`src/hdl/lpd_pkg.sv`:
```
// Shared types, widths and codes for the line position PID drive.
// No dependencies.
package lpd_pkg;

  localparam int SENSOR_W    = 10;
  localparam int SAMPLE_BITS = 10;
  localparam int DEN_W       = SAMPLE_BITS + 2;
  localparam int WSUM_W      = SAMPLE_BITS + 3;
  localparam int FRAC_BITS   = 8;
  localparam int QUO_W       = 10;
  localparam int STEP_W      = $clog2(QUO_W);
  localparam int ERR_W       = 12;
  localparam int SUM_W       = 24;
  localparam int DIFF_W      = ERR_W + 1;
  localparam int GAIN_W      = 16;
  localparam int DUTY_W      = 10;
  localparam int MUL_B_W     = SUM_W;
  localparam int PROD_W      = GAIN_W + MUL_B_W;
  localparam int ACC_W       = PROD_W + 2;
  localparam int Q_SHIFT     = 16;
  localparam int TURN_W      = ACC_W - Q_SHIFT;
  localparam int MOT_W       = 34;
  localparam int DUTY_MAX    = (1 << DUTY_W) - 1;

  localparam int ADDR_W    = 5;
  localparam int DATA_W    = 32;
  localparam int REG_IDX_W = ADDR_W - 2;

  localparam logic [REG_IDX_W-1:0] REG_GAIN_P        = 3'd0;
  localparam logic [REG_IDX_W-1:0] REG_GAIN_I        = 3'd1;
  localparam logic [REG_IDX_W-1:0] REG_GAIN_D        = 3'd2;
  localparam logic [REG_IDX_W-1:0] REG_BASE_DUTY     = 3'd3;
  localparam logic [REG_IDX_W-1:0] REG_LIMIT_TRIGGER = 3'd4;
  localparam logic [REG_IDX_W-1:0] REG_LIMIT_LEVEL   = 3'd5;

  localparam logic [DUTY_W-1:0] LIMIT_TRIGGER_RST = 10'd260;
  localparam logic [DUTY_W-1:0] LIMIT_LEVEL_RST   = 10'd250;

  localparam logic [1:0] MUL_SEL_P = 2'd0;
  localparam logic [1:0] MUL_SEL_I = 2'd1;
  localparam logic [1:0] MUL_SEL_D = 2'd2;

  typedef struct packed {
    logic [SENSOR_W-1:0] sensor_0;
    logic [SENSOR_W-1:0] sensor_1;
    logic [SENSOR_W-1:0] sensor_2;
    logic [SENSOR_W-1:0] sensor_3;
    logic [SENSOR_W-1:0] sensor_4;
    logic [SENSOR_W-1:0] sensor_5;
  } sample_t;

  typedef struct packed {
    logic signed [ERR_W-1:0] line_error;
    logic [DUTY_W-1:0]       right_duty;
    logic                    right_reverse;
    logic [DUTY_W-1:0]       left_duty;
    logic                    left_reverse;
  } drive_t;

  typedef struct packed {
    logic signed [GAIN_W-1:0] gain_p;
    logic signed [GAIN_W-1:0] gain_i;
    logic signed [GAIN_W-1:0] gain_d;
    logic [DUTY_W-1:0]        base_duty;
    logic [DUTY_W-1:0]        limit_trigger;
    logic [DUTY_W-1:0]        limit_level;
  } cfg_t;

  typedef struct packed {
    logic       capture;
    logic       div_load;
    logic       div_half;
    logic       div_step;
    logic       rmag_store;
    logic       err_store;
    logic       integ;
    logic       mul_en;
    logic [1:0] mul_sel;
    logic       acc_clr;
    logic       acc_add;
    logic       mix;
    logic       lim_pos;
    logic       lim_neg;
    logic       out_load;
  } cmd_t;

  typedef struct packed {
    logic out_free;
  } status_t;

endpackage

```
`src/hdl/lpd_regs.sv`:
```
// APB-style configuration registers for the line position PID drive.
// Depends on lpd_pkg.
module lpd_regs (
  input  logic                  clk,
  input  logic                  rst,
  input  logic                  psel,
  input  logic                  penable,
  input  logic                  pwrite,
  input  logic [lpd_pkg::ADDR_W-1:0] paddr,
  input  logic [lpd_pkg::DATA_W-1:0] pwdata,
  output logic [lpd_pkg::DATA_W-1:0] prdata,
  output logic                  pready,
  output lpd_pkg::cfg_t         cfg
);
  import lpd_pkg::*;

  logic [REG_IDX_W-1:0] idx;
  logic                 wr;

  assign idx    = paddr[ADDR_W-1:2];
  assign wr     = psel && penable && pwrite;
  assign pready = 1'b1;

  always_ff @(posedge clk) begin
    if (rst) begin
      cfg.gain_p        <= '0;
      cfg.gain_i        <= '0;
      cfg.gain_d        <= '0;
      cfg.base_duty     <= '0;
      cfg.limit_trigger <= LIMIT_TRIGGER_RST;
      cfg.limit_level   <= LIMIT_LEVEL_RST;
    end else if (wr) begin
      unique case (idx)
        REG_GAIN_P:        cfg.gain_p        <= pwdata[GAIN_W-1:0];
        REG_GAIN_I:        cfg.gain_i        <= pwdata[GAIN_W-1:0];
        REG_GAIN_D:        cfg.gain_d        <= pwdata[GAIN_W-1:0];
        REG_BASE_DUTY:     cfg.base_duty     <= pwdata[DUTY_W-1:0];
        REG_LIMIT_TRIGGER: cfg.limit_trigger <= pwdata[DUTY_W-1:0];
        REG_LIMIT_LEVEL:   cfg.limit_level   <= pwdata[DUTY_W-1:0];
        default: ;
      endcase
    end
  end

  always_comb begin
    prdata = '0;
    unique case (idx)
      REG_GAIN_P:        prdata = {{(DATA_W-GAIN_W){1'b0}}, cfg.gain_p};
      REG_GAIN_I:        prdata = {{(DATA_W-GAIN_W){1'b0}}, cfg.gain_i};
      REG_GAIN_D:        prdata = {{(DATA_W-GAIN_W){1'b0}}, cfg.gain_d};
      REG_BASE_DUTY:     prdata = {{(DATA_W-DUTY_W){1'b0}}, cfg.base_duty};
      REG_LIMIT_TRIGGER: prdata = {{(DATA_W-DUTY_W){1'b0}}, cfg.limit_trigger};
      REG_LIMIT_LEVEL:   prdata = {{(DATA_W-DUTY_W){1'b0}}, cfg.limit_level};
      default:           prdata = '0;
    endcase
  end

endmodule

```
`src/hdl/lpd_div.sv`:
```
// Restoring divider for the centroid: (wsum << 8) / den, one quotient bit a cycle while step is high.
// Depends on lpd_pkg. The quotient is below 1024 since wsum never exceeds 3*den.
module lpd_div (
  input  logic                         clk,
  input  logic                         load,
  input  logic                         step,
  input  logic [lpd_pkg::WSUM_W-1:0]   wsum,
  input  logic [lpd_pkg::DEN_W-1:0]    den,
  output logic [lpd_pkg::QUO_W-1:0]    quot
);
  import lpd_pkg::*;

  localparam int NUM_W = WSUM_W + FRAC_BITS;

  logic [NUM_W-1:0] numer;
  logic [DEN_W-1:0] rem;
  logic [QUO_W-1:0] q;
  logic [DEN_W:0]   shifted;
  logic [DEN_W:0]   trial;

  assign numer   = {wsum, {FRAC_BITS{1'b0}}};
  assign shifted = {rem, q[QUO_W-1]};
  assign trial   = shifted - {1'b0, den};
  assign quot    = q;

  always_ff @(posedge clk) begin
    if (load) begin
      rem <= DEN_W'(numer[NUM_W-1:QUO_W]);
      q   <= numer[QUO_W-1:0];
    end else if (step) begin
      if (shifted >= {1'b0, den}) begin
        rem <= trial[DEN_W-1:0];
        q   <= {q[QUO_W-2:0], 1'b1};
      end else begin
        rem <= shifted[DEN_W-1:0];
        q   <= {q[QUO_W-2:0], 1'b0};
      end
    end
  end

endmodule

```
`src/hdl/lpd_dp.sv`:
```
// Datapath: sample capture, centroid divider, PID multiply-accumulate,
// motor mixing with excess transfer and the output register. Depends on lpd_pkg, lpd_div.
module lpd_dp (
  input  logic              clk,
  input  logic              rst,
  input  lpd_pkg::cmd_t     cmd,
  output lpd_pkg::status_t  status,
  input  lpd_pkg::cfg_t     cfg,
  input  lpd_pkg::sample_t  sample,
  output logic              drive_valid,
  input  logic              drive_ready,
  output lpd_pkg::drive_t   drive
);
  import lpd_pkg::*;

  logic [SAMPLE_BITS-1:0] s0, s1, s2, s3, s4, s5;
  logic [WSUM_W-1:0]      wsum;
  logic [DEN_W-1:0]       den;
  logic [QUO_W-1:0]       quot;
  logic [QUO_W-1:0]       rmag;
  logic [QUO_W-1:0]       lmag;
  logic                   dz;

  logic signed [ERR_W-1:0]   err_q;
  logic signed [ERR_W-1:0]   last_q;
  logic signed [SUM_W-1:0]   sum_q;
  logic signed [DIFF_W-1:0]  diff_q;
  logic signed [SUM_W:0]     sum_wide;
  logic signed [SUM_W-1:0]   sum_next;

  logic signed [GAIN_W-1:0]  mul_a;
  logic signed [MUL_B_W-1:0] mul_b;
  logic signed [PROD_W-1:0]  prod_q;
  logic signed [ACC_W-1:0]   acc_q;
  logic signed [TURN_W-1:0]  turn;
  logic signed [MOT_W-1:0]   turn_ext;

  logic signed [MOT_W-1:0] right_q, left_q;
  logic signed [MOT_W-1:0] base_s, trig_s, lvl_s;

  function automatic logic [DUTY_W-1:0] duty_of(input logic signed [MOT_W-1:0] v);
    logic [MOT_W-1:0] a;
    a = (v < 0) ? MOT_W'(-v) : MOT_W'(v);
    if (a > MOT_W'(DUTY_MAX)) return DUTY_W'(DUTY_MAX);
    return a[DUTY_W-1:0];
  endfunction

  always_ff @(posedge clk) begin
    if (cmd.capture) begin
      s0 <= SAMPLE_BITS'(sample.sensor_0);
      s1 <= SAMPLE_BITS'(sample.sensor_1);
      s2 <= SAMPLE_BITS'(sample.sensor_2);
      s3 <= SAMPLE_BITS'(sample.sensor_3);
      s4 <= SAMPLE_BITS'(sample.sensor_4);
      s5 <= SAMPLE_BITS'(sample.sensor_5);
    end
  end

  always_comb begin
    if (cmd.div_half) begin
      wsum = WSUM_W'(s3) + WSUM_W'({s4, 1'b0}) + WSUM_W'({s5, 1'b0}) + WSUM_W'(s5);
      den  = DEN_W'(s3) + DEN_W'(s4) + DEN_W'(s5);
    end else begin
      wsum = WSUM_W'({s0, 1'b0}) + WSUM_W'(s0) + WSUM_W'({s1, 1'b0}) + WSUM_W'(s2);
      den  = DEN_W'(s0) + DEN_W'(s1) + DEN_W'(s2);
    end
  end

  lpd_div u_div (
    .clk  (clk),
    .load (cmd.div_load),
    .step (cmd.div_step),
    .wsum (wsum),
    .den  (den),
    .quot (quot)
  );

  assign lmag = dz ? '0 : quot;

  always_ff @(posedge clk) begin
    if (cmd.div_load) dz <= (den == '0);
    if (cmd.rmag_store) rmag <= lmag;
    if (cmd.err_store) err_q <= ERR_W'(0) - ERR_W'(rmag) - ERR_W'(lmag);
  end

  // integral with saturation on overflow
  assign sum_wide = sum_q + err_q;
  always_comb begin
    if (sum_wide[SUM_W] != sum_wide[SUM_W-1]) begin
      sum_next = sum_wide[SUM_W] ? {1'b1, {(SUM_W-1){1'b0}}} : {1'b0, {(SUM_W-1){1'b1}}};
    end else begin
      sum_next = sum_wide[SUM_W-1:0];
    end
  end

  always_ff @(posedge clk) begin
    if (rst) begin
      sum_q  <= '0;
      last_q <= '0;
    end else if (cmd.integ) begin
      sum_q  <= sum_next;
      last_q <= err_q;
    end
  end

  always_ff @(posedge clk) begin
    if (cmd.integ) diff_q <= DIFF_W'(err_q) - DIFF_W'(last_q);
  end

  always_comb begin
    case (cmd.mul_sel)
      MUL_SEL_P: begin
        mul_a = cfg.gain_p;
        mul_b = MUL_B_W'(err_q);
      end
      MUL_SEL_I: begin
        mul_a = cfg.gain_i;
        mul_b = sum_q;
      end
      MUL_SEL_D: begin
        mul_a = cfg.gain_d;
        mul_b = MUL_B_W'(diff_q);
      end
      default: begin
        mul_a = '0;
        mul_b = '0;
      end
    endcase
  end

  always_ff @(posedge clk) begin
    if (cmd.mul_en) prod_q <= mul_a * mul_b;
    if (cmd.acc_clr) acc_q <= '0;
    else if (cmd.acc_add) acc_q <= acc_q + ACC_W'(prod_q);
  end

  // floor division by 65536 is an arithmetic shift
  assign turn     = acc_q[ACC_W-1:Q_SHIFT];
  assign turn_ext = MOT_W'(turn);
  assign base_s   = MOT_W'(cfg.base_duty);
  assign trig_s   = MOT_W'(cfg.limit_trigger);
  assign lvl_s    = MOT_W'(cfg.limit_level);

  always_ff @(posedge clk) begin
    if (cmd.mix) begin
      right_q <= base_s - turn_ext;
      left_q  <= base_s + turn_ext;
    end else if (cmd.lim_pos) begin
      if (right_q > trig_s) begin
        right_q <= lvl_s;
        left_q  <= left_q - (right_q - lvl_s);
      end else if (left_q > trig_s) begin
        left_q  <= lvl_s;
        right_q <= right_q - (left_q - lvl_s);
      end
    end else if (cmd.lim_neg) begin
      if (right_q < -trig_s) begin
        right_q <= -lvl_s;
        left_q  <= left_q + (-right_q - lvl_s);
      end else if (left_q < -trig_s) begin
        left_q  <= -lvl_s;
        right_q <= right_q + (-left_q - lvl_s);
      end
    end
  end

  always_ff @(posedge clk) begin
    if (cmd.out_load) begin
      drive.line_error    <= err_q;
      drive.right_duty    <= duty_of(right_q);
      drive.right_reverse <= right_q[MOT_W-1];
      drive.left_duty     <= duty_of(left_q);
      drive.left_reverse  <= left_q[MOT_W-1];
    end
  end

  always_ff @(posedge clk) begin
    if (rst) begin
      drive_valid <= 1'b0;
    end else if (cmd.out_load) begin
      drive_valid <= 1'b1;
    end else if (drive_ready) begin
      drive_valid <= 1'b0;
    end
  end

  assign status.out_free = !drive_valid || drive_ready;

endmodule

```
`src/hdl/lpd_ctrl.sv`:
```
// Sequencer for the line position PID drive: steps the datapath through
// capture, two centroid divisions, PID, mixing, limiting and output. Depends on lpd_pkg.
module lpd_ctrl (
  input  logic              clk,
  input  logic              rst,
  input  logic              sample_valid,
  output logic              sample_ready,
  input  lpd_pkg::status_t  status,
  output lpd_pkg::cmd_t     cmd
);
  import lpd_pkg::*;

  localparam logic [3:0] ST_IDLE   = 4'd0;
  localparam logic [3:0] ST_LOAD_R = 4'd1;
  localparam logic [3:0] ST_DIV_R  = 4'd2;
  localparam logic [3:0] ST_LOAD_L = 4'd3;
  localparam logic [3:0] ST_DIV_L  = 4'd4;
  localparam logic [3:0] ST_ERR    = 4'd5;
  localparam logic [3:0] ST_INTEG  = 4'd6;
  localparam logic [3:0] ST_MUL_P  = 4'd7;
  localparam logic [3:0] ST_MUL_I  = 4'd8;
  localparam logic [3:0] ST_MUL_D  = 4'd9;
  localparam logic [3:0] ST_ACC    = 4'd10;
  localparam logic [3:0] ST_MIX    = 4'd11;
  localparam logic [3:0] ST_LIM_P  = 4'd12;
  localparam logic [3:0] ST_LIM_N  = 4'd13;
  localparam logic [3:0] ST_OUT    = 4'd14;

  logic [3:0]        state, state_next;
  logic [STEP_W-1:0] cnt;
  logic              last_step;

  assign last_step = (cnt == STEP_W'(QUO_W - 1));

  always_comb begin
    state_next   = state;
    cmd          = '0;
    sample_ready = 1'b0;
    unique case (state)
      ST_IDLE: begin
        sample_ready = 1'b1;
        if (sample_valid) begin
          cmd.capture = 1'b1;
          state_next  = ST_LOAD_R;
        end
      end
      ST_LOAD_R: begin
        cmd.div_load = 1'b1;
        state_next   = ST_DIV_R;
      end
      ST_DIV_R: begin
        cmd.div_step = 1'b1;
        if (last_step) state_next = ST_LOAD_L;
      end
      ST_LOAD_L: begin
        cmd.rmag_store = 1'b1;
        cmd.div_load   = 1'b1;
        cmd.div_half   = 1'b1;
        state_next     = ST_DIV_L;
      end
      ST_DIV_L: begin
        cmd.div_half = 1'b1;
        cmd.div_step = 1'b1;
        if (last_step) state_next = ST_ERR;
      end
      ST_ERR: begin
        cmd.err_store = 1'b1;
        state_next    = ST_INTEG;
      end
      ST_INTEG: begin
        cmd.integ  = 1'b1;
        state_next = ST_MUL_P;
      end
      ST_MUL_P: begin
        cmd.mul_en  = 1'b1;
        cmd.mul_sel = MUL_SEL_P;
        cmd.acc_clr = 1'b1;
        state_next  = ST_MUL_I;
      end
      ST_MUL_I: begin
        cmd.mul_en  = 1'b1;
        cmd.mul_sel = MUL_SEL_I;
        cmd.acc_add = 1'b1;
        state_next  = ST_MUL_D;
      end
      ST_MUL_D: begin
        cmd.mul_en  = 1'b1;
        cmd.mul_sel = MUL_SEL_D;
        cmd.acc_add = 1'b1;
        state_next  = ST_ACC;
      end
      ST_ACC: begin
        cmd.acc_add = 1'b1;
        state_next  = ST_MIX;
      end
      ST_MIX: begin
        cmd.mix    = 1'b1;
        state_next = ST_LIM_P;
      end
      ST_LIM_P: begin
        cmd.lim_pos = 1'b1;
        state_next  = ST_LIM_N;
      end
      ST_LIM_N: begin
        cmd.lim_neg = 1'b1;
        state_next  = ST_OUT;
      end
      ST_OUT: begin
        if (status.out_free) begin
          cmd.out_load = 1'b1;
          state_next   = ST_IDLE;
        end
      end
      default: state_next = ST_IDLE;
    endcase
  end

  always_ff @(posedge clk) begin
    if (rst) begin
      state <= ST_IDLE;
      cnt   <= '0;
    end else begin
      state <= state_next;
      cnt   <= cmd.div_step ? cnt + STEP_W'(1) : '0;
    end
  end

endmodule

```
`src/hdl/line_position_pid_drive_core.sv`:
```
// Line position PID drive, top level. Depends on lpd_pkg, lpd_regs,
// lpd_ctrl, lpd_dp.
// Usage: a word on the sample channel (valid/ready) carries six sensor
// samples. The block forms the left and right centroids, the line error,
// a PID turn value and two motor drive values, and presents one word on
// the drive channel (valid/ready) with the error, duties and directions.
// Gains, base duty and limit settings are to be written over the APB-style
// port only while the block is idle, which the block does not enforce;
// pready is always high. A new sample word is taken only in the idle state;
// the two 10-step centroid divisions go through one shared restoring
// divider and the three passes of the PID terms through one multiplier.
// Reset: synchronous, clears the integral, the previous error, the
// registers to their defaults and the output valid.
// Stall: a finished word waits in the output register; a following sample
// is still taken and processed, and its result holds in the last step until
// the output register is free.
module line_position_pid_drive_core (
  input  logic                       clk,
  input  logic                       rst,
  input  logic                       sample_valid,
  output logic                       sample_ready,
  input  lpd_pkg::sample_t           sample,
  output logic                       drive_valid,
  input  logic                       drive_ready,
  output lpd_pkg::drive_t            drive,
  input  logic                       psel,
  input  logic                       penable,
  input  logic                       pwrite,
  input  logic [lpd_pkg::ADDR_W-1:0] paddr,
  input  logic [lpd_pkg::DATA_W-1:0] pwdata,
  output logic [lpd_pkg::DATA_W-1:0] prdata,
  output logic                       pready
);
  import lpd_pkg::*;

  cfg_t    cfg;
  cmd_t    cmd;
  status_t status;

  lpd_regs u_regs (
    .clk     (clk),
    .rst     (rst),
    .psel    (psel),
    .penable (penable),
    .pwrite  (pwrite),
    .paddr   (paddr),
    .pwdata  (pwdata),
    .prdata  (prdata),
    .pready  (pready),
    .cfg     (cfg)
  );

  lpd_ctrl u_ctrl (
    .clk          (clk),
    .rst          (rst),
    .sample_valid (sample_valid),
    .sample_ready (sample_ready),
    .status       (status),
    .cmd          (cmd)
  );

  lpd_dp u_dp (
    .clk         (clk),
    .rst         (rst),
    .cmd         (cmd),
    .status      (status),
    .cfg         (cfg),
    .sample      (sample),
    .drive_valid (drive_valid),
    .drive_ready (drive_ready),
    .drive       (drive)
  );

endmodule

```
`config.mk`:
```
export PLATFORM = sky130hd
export DESIGN_NAME = line_position_pid_drive_core
export DESIGN_NICKNAME = d
export VERILOG_FILES = /design/src/hdl/lpd_pkg.sv /design/src/hdl/lpd_regs.sv /design/src/hdl/lpd_div.sv /design/src/hdl/lpd_dp.sv /design/src/hdl/lpd_ctrl.sv /design/src/hdl/line_position_pid_drive_core.sv
export SDC_FILE = /design/constraint.sdc
export NUM_CORES = 2
export LEC_CHECK = 0
export BUFFER_PORTS_ARGS = -buffer_cell sky130_fd_sc_hd__buf_2
export CAP_MARGIN = 20
export CORE_AREA = 5 5 318 320
export CTS_CLUSTER_SIZE = 14
export DETAILED_ROUTE_END_ITERATION = 8
export DIE_AREA = 0 0 323 325
export PLACE_DENSITY = 0.74
export SYNTH_ARGS = -nofsm -noshare
export SYNTH_HDL_FRONTEND = slang
export SYNTH_SLANG_ARGS = --single-unit
export TNS_END_PERCENT = 10
```
`constraint.sdc`:
```
create_clock -name clk -period 22.2 [get_ports clk]
set_input_delay 1.11 -clock clk [delete_from_list [all_inputs] [get_ports clk]]
set_output_delay 1.11 -clock clk [all_outputs]
set_load 0.005 [all_outputs]
```
Word-level counts from Yosys, hierarchy flattened:

Index checks and enable logic that the tools add are counted.

* output and inout bits: 69
* word-level logic and storage cells: 191
* input bits: 104
* register bits: 425

* equality and inequality tests: 28
* multiplexer cells: 62
* magnitude comparators: 9
* bitwise operators: 1
* multipliers: 1
* reduce and logical (&&, ||, !) cells: 25
* add/subtract/negate cells: 31

Operators with widths (count)
* two-way mux 34 bit: 16
* subtractor 34 x 11 -> 34 bit: 4
* case mux 16 bit (6 select lines): 1
* case mux 24 bit (3 select lines): 1
* two-way mux 10 bit: 7
* adder 34 bit: 2
* greater-than comparator 34 x 10 -> 1 bit, second input constant: 2
* greater-than comparator 34 x 11 -> 1 bit: 2
* less-than comparator 34 x 1 -> 1 bit, second input constant: 2
* less-than comparator 34 bit: 2
* negator 10 -> 34 bit: 2
* negator 34 bit: 2
* subtractor 34 bit: 2
* case mux 4 bit (15 select lines): 1
* two-way mux 24 bit: 2
* case mux 16 bit (3 select lines): 1
* adder 42 x 40 -> 42 bit: 1
* multiplier 16 x 24 -> 40 bit: 1
* equality test 4 bit, second input constant: 8
* adder 11 x 26 -> 27 bit: 1
* subtractor 11 x 26 -> 27 bit: 1
* adder 13 x 10 -> 13 bit: 2
* adder 13 x 11 -> 13 bit: 2
* adder 24 x 12 -> 25 bit: 1
* other kinds (44): 91

Longest topological paths before layout:

* depth in word-level cells: 8
* mapped depth: 33
* mapped depth without buffers: 31

Modules after synthesis:

A second synthesis with hierarchy kept.

* cell total of the unflattened synthesis: 6246
* area, all modules: 54469.7 um^2

By module, submodules not included
* lpd_dp: area an instance 48487.8 um^2, cells an instance 5561, sequential area each 8728.4 um^2, instances 1
* lpd_regs: area an instance 3897.5 um^2, cells an instance 450, sequential area each 1561.5 um^2, instances 1
* lpd_div: area an instance 1581.5 um^2, cells an instance 170, sequential area each 570.5 um^2, instances 1
* lpd_ctrl: area an instance 503.0 um^2, cells an instance 65, sequential area each 160.2 um^2, instances 1

Worst setup path before layout:

Ideal clock, no wire load.

* path kind: flip-flop to flip-flop
* start point: reg u_ctrl.state[0]
* end point: reg u_dp.prod_q[38] (data pin)
* cell stages (with the launch flop): 30
* setup slack: 14.417 ns
* data required time: 21.935 ns
* library setup time: 0.265 ns
* period minus slack after synthesis: 7.783 ns
* path buffers: 4
* data arrival time: 7.518 ns
* cells stage by stage: dfxtp_1 clkbuf_1 clkbuf_1 buf_1 mux2i_1 a21o_1 clkbuf_1 nor2_1 fa_1 inv_1 fa_1 fa_1 fa_1 inv_1 fa_1 inv_1 fa_1 inv_1 ha_1 a21o_1 a21o_1 a21oi_1 inv_1 a31o_2 and4_1 o2111ai_1 a311oi_1 a31oi_1 o21ai_0 xor2_1

* cells in the longest elaborated chain, start to end: 5
* elaborated cells on any way between the ends: 10
* classes of those cells: mul (1); eq/ne (5); mux (3); reduce/logical (1)

RTL lines
* start: declaration: line lpd_ctrl.sv:29 `logic [3:0] state, state_next;`
* start signal: assignment: line lpd_ctrl.sv:123 `state <= state_next;`
* equality test 4 bit or equality test 4 x 3 -> 1 bit (tied branches): line lpd_ctrl.sv:39 `unique case (state)`
* case mux 3 bit (3 select lines) *: line lpd_ctrl.sv:39
* equality test 2 bit (tied with other cells): line lpd_dp.sv:111 `case (cmd.mul_sel)`
* case mux 16 bit (3 select lines) or case mux 24 bit (3 select lines) (tied branches): line lpd_dp.sv:111
* multiplier 16 x 24 -> 40 bit *: line lpd_dp.sv:132 `if (cmd.mul_en) prod_q <= mul_a * mul_b;`
* end signal: assignment: line lpd_dp.sv:132
* end: declaration: line lpd_dp.sv:33 `logic signed [PROD_W-1:0] prod_q;`

Mark *: on every way between the ends. The rest lies on a longest branch, timed or not.
A chain may end at the register's enable or synchronous reset.

Worst setup path in the final report:

* start point: reg u_ctrl.state[3]
* end point: reg u_dp.prod_q[39] (data pin)

The elaborated chain is that of the path after synthesis.

==> flow_metrics.tcl <==
set metrics [dict create \
    status "finished with violations" \
    violations "design-rule violations" \
    grt_setup_unrepaired "no" \
    drive_above_1_share_pct 5.739 \
    dr_wl_met3_um 12900 \
    wl_met1_um 64430 \
    via_count 45799 \
    worst_pin_slew_ns 1.134 \
    finalSetupViolations 0 \
    tritoncts.num_buffers 53 \
    worstPathBufferInverterCount 7 \
    synth_warnings 0 \
    drc_errors 2 \
    finClkSkew_ns 0.05310 \
    crit_slowest_cell "fa_1" \
    max_stage_delay_ns 0.84 \
    dpl-instance-area_mm2 0.05553 \
    gp_congestion 0.9852 \
    clock.fmax_ghz 0.1093 \
    syn_to_final_growth_pct 7.548 \
    finalInstanceArea_mm2 0.05753 \
    start_util_pct 54.67 \
    antenna_found_initial 5 \
    ant_nets 0 \
    worst_skew_pair.late_latency_ns 0.65 \
    core_mm2 0.09784 \
    dieArea_mm2 0.1050 \
    finalWirelength_um 159100 \
    cp_max_fo 69 \
    path_class "reg -> reg" \
    synth_cell_types 85 \
    regArea_mm2 0.01102 \
    clkSinkCount 425 \
    cp.required_ns 22.56 \
    drt_iter0_markers 4031 \
    finalCriticalPeriod_ns 9.148 \
    htreeDepth 2 \
    ys_ff_latch 425 \
    row_count 115 \
    multi_input_area_mm2 0.03829 \
    die_y_um 325 \
    relSlewSlack_pct 22.46 \
    routed.top_layer "met5" \
    finalMaxSlewViolations 0 \
    grt_pass1_wl_um 249200 \
    crit_path_end_kind "flop" \
    hpwl_um 127200 \
    cpLargestDelayFamily "adder cells" \
    cts_tree "done" \
    n_fill_cell 8786 \
    track_usage_pct 29.79 \
    vdd_drop_max_uv 95.61 \
    fin_hold_ws_ns 0.4393 \
    cts_root_buf "clkbuf_16" \
    grt_pass1_vias 45441 \
    syn_avg_cell_area_um2 8.476 \
    synthArstFlopShare_pct 0 \
    synth_edf_count 251 \
    io_pins 173 \
    clk_pin_slew_ns 0.07 \
    crit_arrival_ns 9.51 \
    grt_overflow_total 0 \
    wl_per_cell_um 20.66 \
    leakage_uw 0.02653 \
    nNetsFinal 7545 \
    syn_area_mm2 0.05349 \
    min_path_type "reg -> reg" \
    hold_buffers 0 \
    clockBufferDepth 3 \
    grt_max_degree 91 \
    met2_length_um 73440 \
    power_uw 3379 \
    die_w_um 323 \
    maxCapViolations 0 \
    power_density_mw_per_mm2 58.74 \
    cp-start-kind "flop" \
    hold_violations 0 \
    synth_top_flop_cell "edfxtp_1" \
    viasPerCell 5.946 \
    cts_setup_buffers 0 \
    fin_tns_setup_ns 0 \
    finalCritPeriodShare_pct 41.21 \
    first_pass_iters 8 \
    yosysSeqAreaShare_pct 20.60 \
    syn_inst 6311 \
    port_buffers 137 \
    post_cts_resized 0 \
    utilization_pct 58.80 \
]
## where the power goes
| group | internal (uW) | switching [uW] | total [uW] | leakage [uW] |
|---|---|---|---|---|
| Combinational | 595 | 811 | 1410 | 0.0219 |
| Clock | 564 | 396 | 960 | 0.000932 |
| Sequential | 925 | 87.5 | 1010 | 0.00365 |
## final timing paths
check	start	endpoint	slack [ns]	depth (start not counted)
worst max-delay path	u_ctrl.state[3]	u_dp.prod_q[39]	13.05	30
worst min-delay path	u_dp.u_div.quot[6]	u_dp.u_div.quot[7]	0.44	2
worst min register to register	u_dp.u_div.quot[6]	u_dp.u_div.quot[7]	0.44	2
worst max register to register	u_ctrl.state[3]	u_dp.prod_q[39]	13.05	30
## cells in the mapped netlist (all sizes together), types with 8 or more instances
master / instances / area share [%]
a2111oi: 8 / 0.17
a211o: 19 / 0.31
a211oi: 37 / 0.52
a21boi: 18 / 0.25
a21o: 184 / 2.6
a21oi: 487 / 4.6
a221o: 10 / 0.19
a221oi: 31 / 0.51
a22oi: 11 / 0.15
a31oi: 35 / 0.41
and2: 22 / 0.26
and3: 27 / 0.32
buf: 34 / 0.37
clkbuf: 185 / 1.3
dfxtp: 174 / 6.5
edfxtp: 251 / 14
fa: 447 / 17
ha: 627 / 15
inv: 913 / 6.4
mux2: 12 / 0.25
mux2i: 98 / 1.8
nand2: 651 / 4.6
nand2b: 79 / 0.92
nand3: 91 / 0.86
nand4: 53 / 0.62
nor2: 550 / 3.9
nor2b: 64 / 0.75
nor3: 113 / 1.1
nor4: 30 / 0.36
o211ai: 38 / 0.53
o21a: 44 / 0.62
o21ai: 273 / 2.6
o21ba: 8 / 0.15
o21bai: 56 / 0.79
o221ai: 11 / 0.18
o22ai: 14 / 0.16
o31a: 9 / 0.15
o31ai: 20 / 0.28
or2: 15 / 0.18
or3: 35 / 0.41
xnor2: 304 / 5.0
xor2: 121 / 2.0
## area by class of cell
class | instances | share of cell area [%]
flip-flops and latches | 425 | 19.16
clock buffers | 64 | 2.632
diodes | 4 | 0.01740
multi-input cells | 4766 | 66.56
repair buffers | 205 | 2.105
inverters | 916 | 5.977
well taps | 1287 | 2.799
clock inverters | 36 | 0.7504
## tightest hold or removal path, stage by stage (launching register included)
cell and delay (ns):
dfxtp_1 0.32, nand2_1 0.06, nand2_1 0.04
## cells by family (layout without fill, tap and decap cells)
kind of cell,count (synthesis),after routing,share of synthesized area [%]
other cells,2,21,0.01404
mux,110,110,2.087
fa+ha+maj,1078,1078,31.47
flops,425,425,20.60
compound gates,1375,1375,16.13
buf+inv,1135,1221,8.096
simple gates,1761,1761,14.64
xor+xnor,425,425,6.959
## layer usage
layer	GRT usage (%)	up-vias
li1	-	21380
met1	38.78	22043
met2	49.19	1943
met3	4.660	431
met4	13.21	2
met5	0	-
## layout by cell type (no fill, tap or decap), types with 58 or more instances in the layout
| master | n |
|---|---|
| fa_1 | 447 |
| xnor2_1 | 304 |
| nand3_1 | 90 |
| o21ai_0 | 268 |
| nand2b_1 | 79 |
| edfxtp_1 | 251 |
| a21oi_1 | 481 |
| mux2i_1 | 98 |
| buf_2 | 137 |
| dfxtp_1 | 173 |
| ha_1 | 627 |
| buf_4 | 64 |
| nor3_1 | 110 |
| nor2b_1 | 64 |
| inv_1 | 913 |
| nand2_1 | 651 |
| a21o_1 | 184 |
| nor2_1 | 546 |
| xor2_1 | 121 |
| clkbuf_16 | 58 |
## flip-flops by register name, summed over array words and instances (netlist names), 10 cells and up
signal and cells:
u_dp.s2 10, u_dp.u_div.rem 12, u_dp.diff_q 13, u_dp.rmag 10, u_dp.last_q 12, u_dp.s0 10
u_dp.prod_q 40, u_dp.left_q 34, u_dp.s4 10, u_dp.sum_q 24, u_dp.s1 10, u_dp.err_q 12
u_dp.right_q 34, u_dp.drive 34, u_regs.cfg 78, u_dp.s5 10, u_dp.u_div.quot 10, u_dp.acc_q 42
u_dp.s3 10
## metrics by stage
step	worst slack, ns	cells
after floorplan	14.42	6326
after global placement	13.24	7594
after detailed placement	13.07	7595
after CTS	13.03	7695
after global routing	12.42	7700
final	13.05	7703
Power figures use the tool's default switching activity.
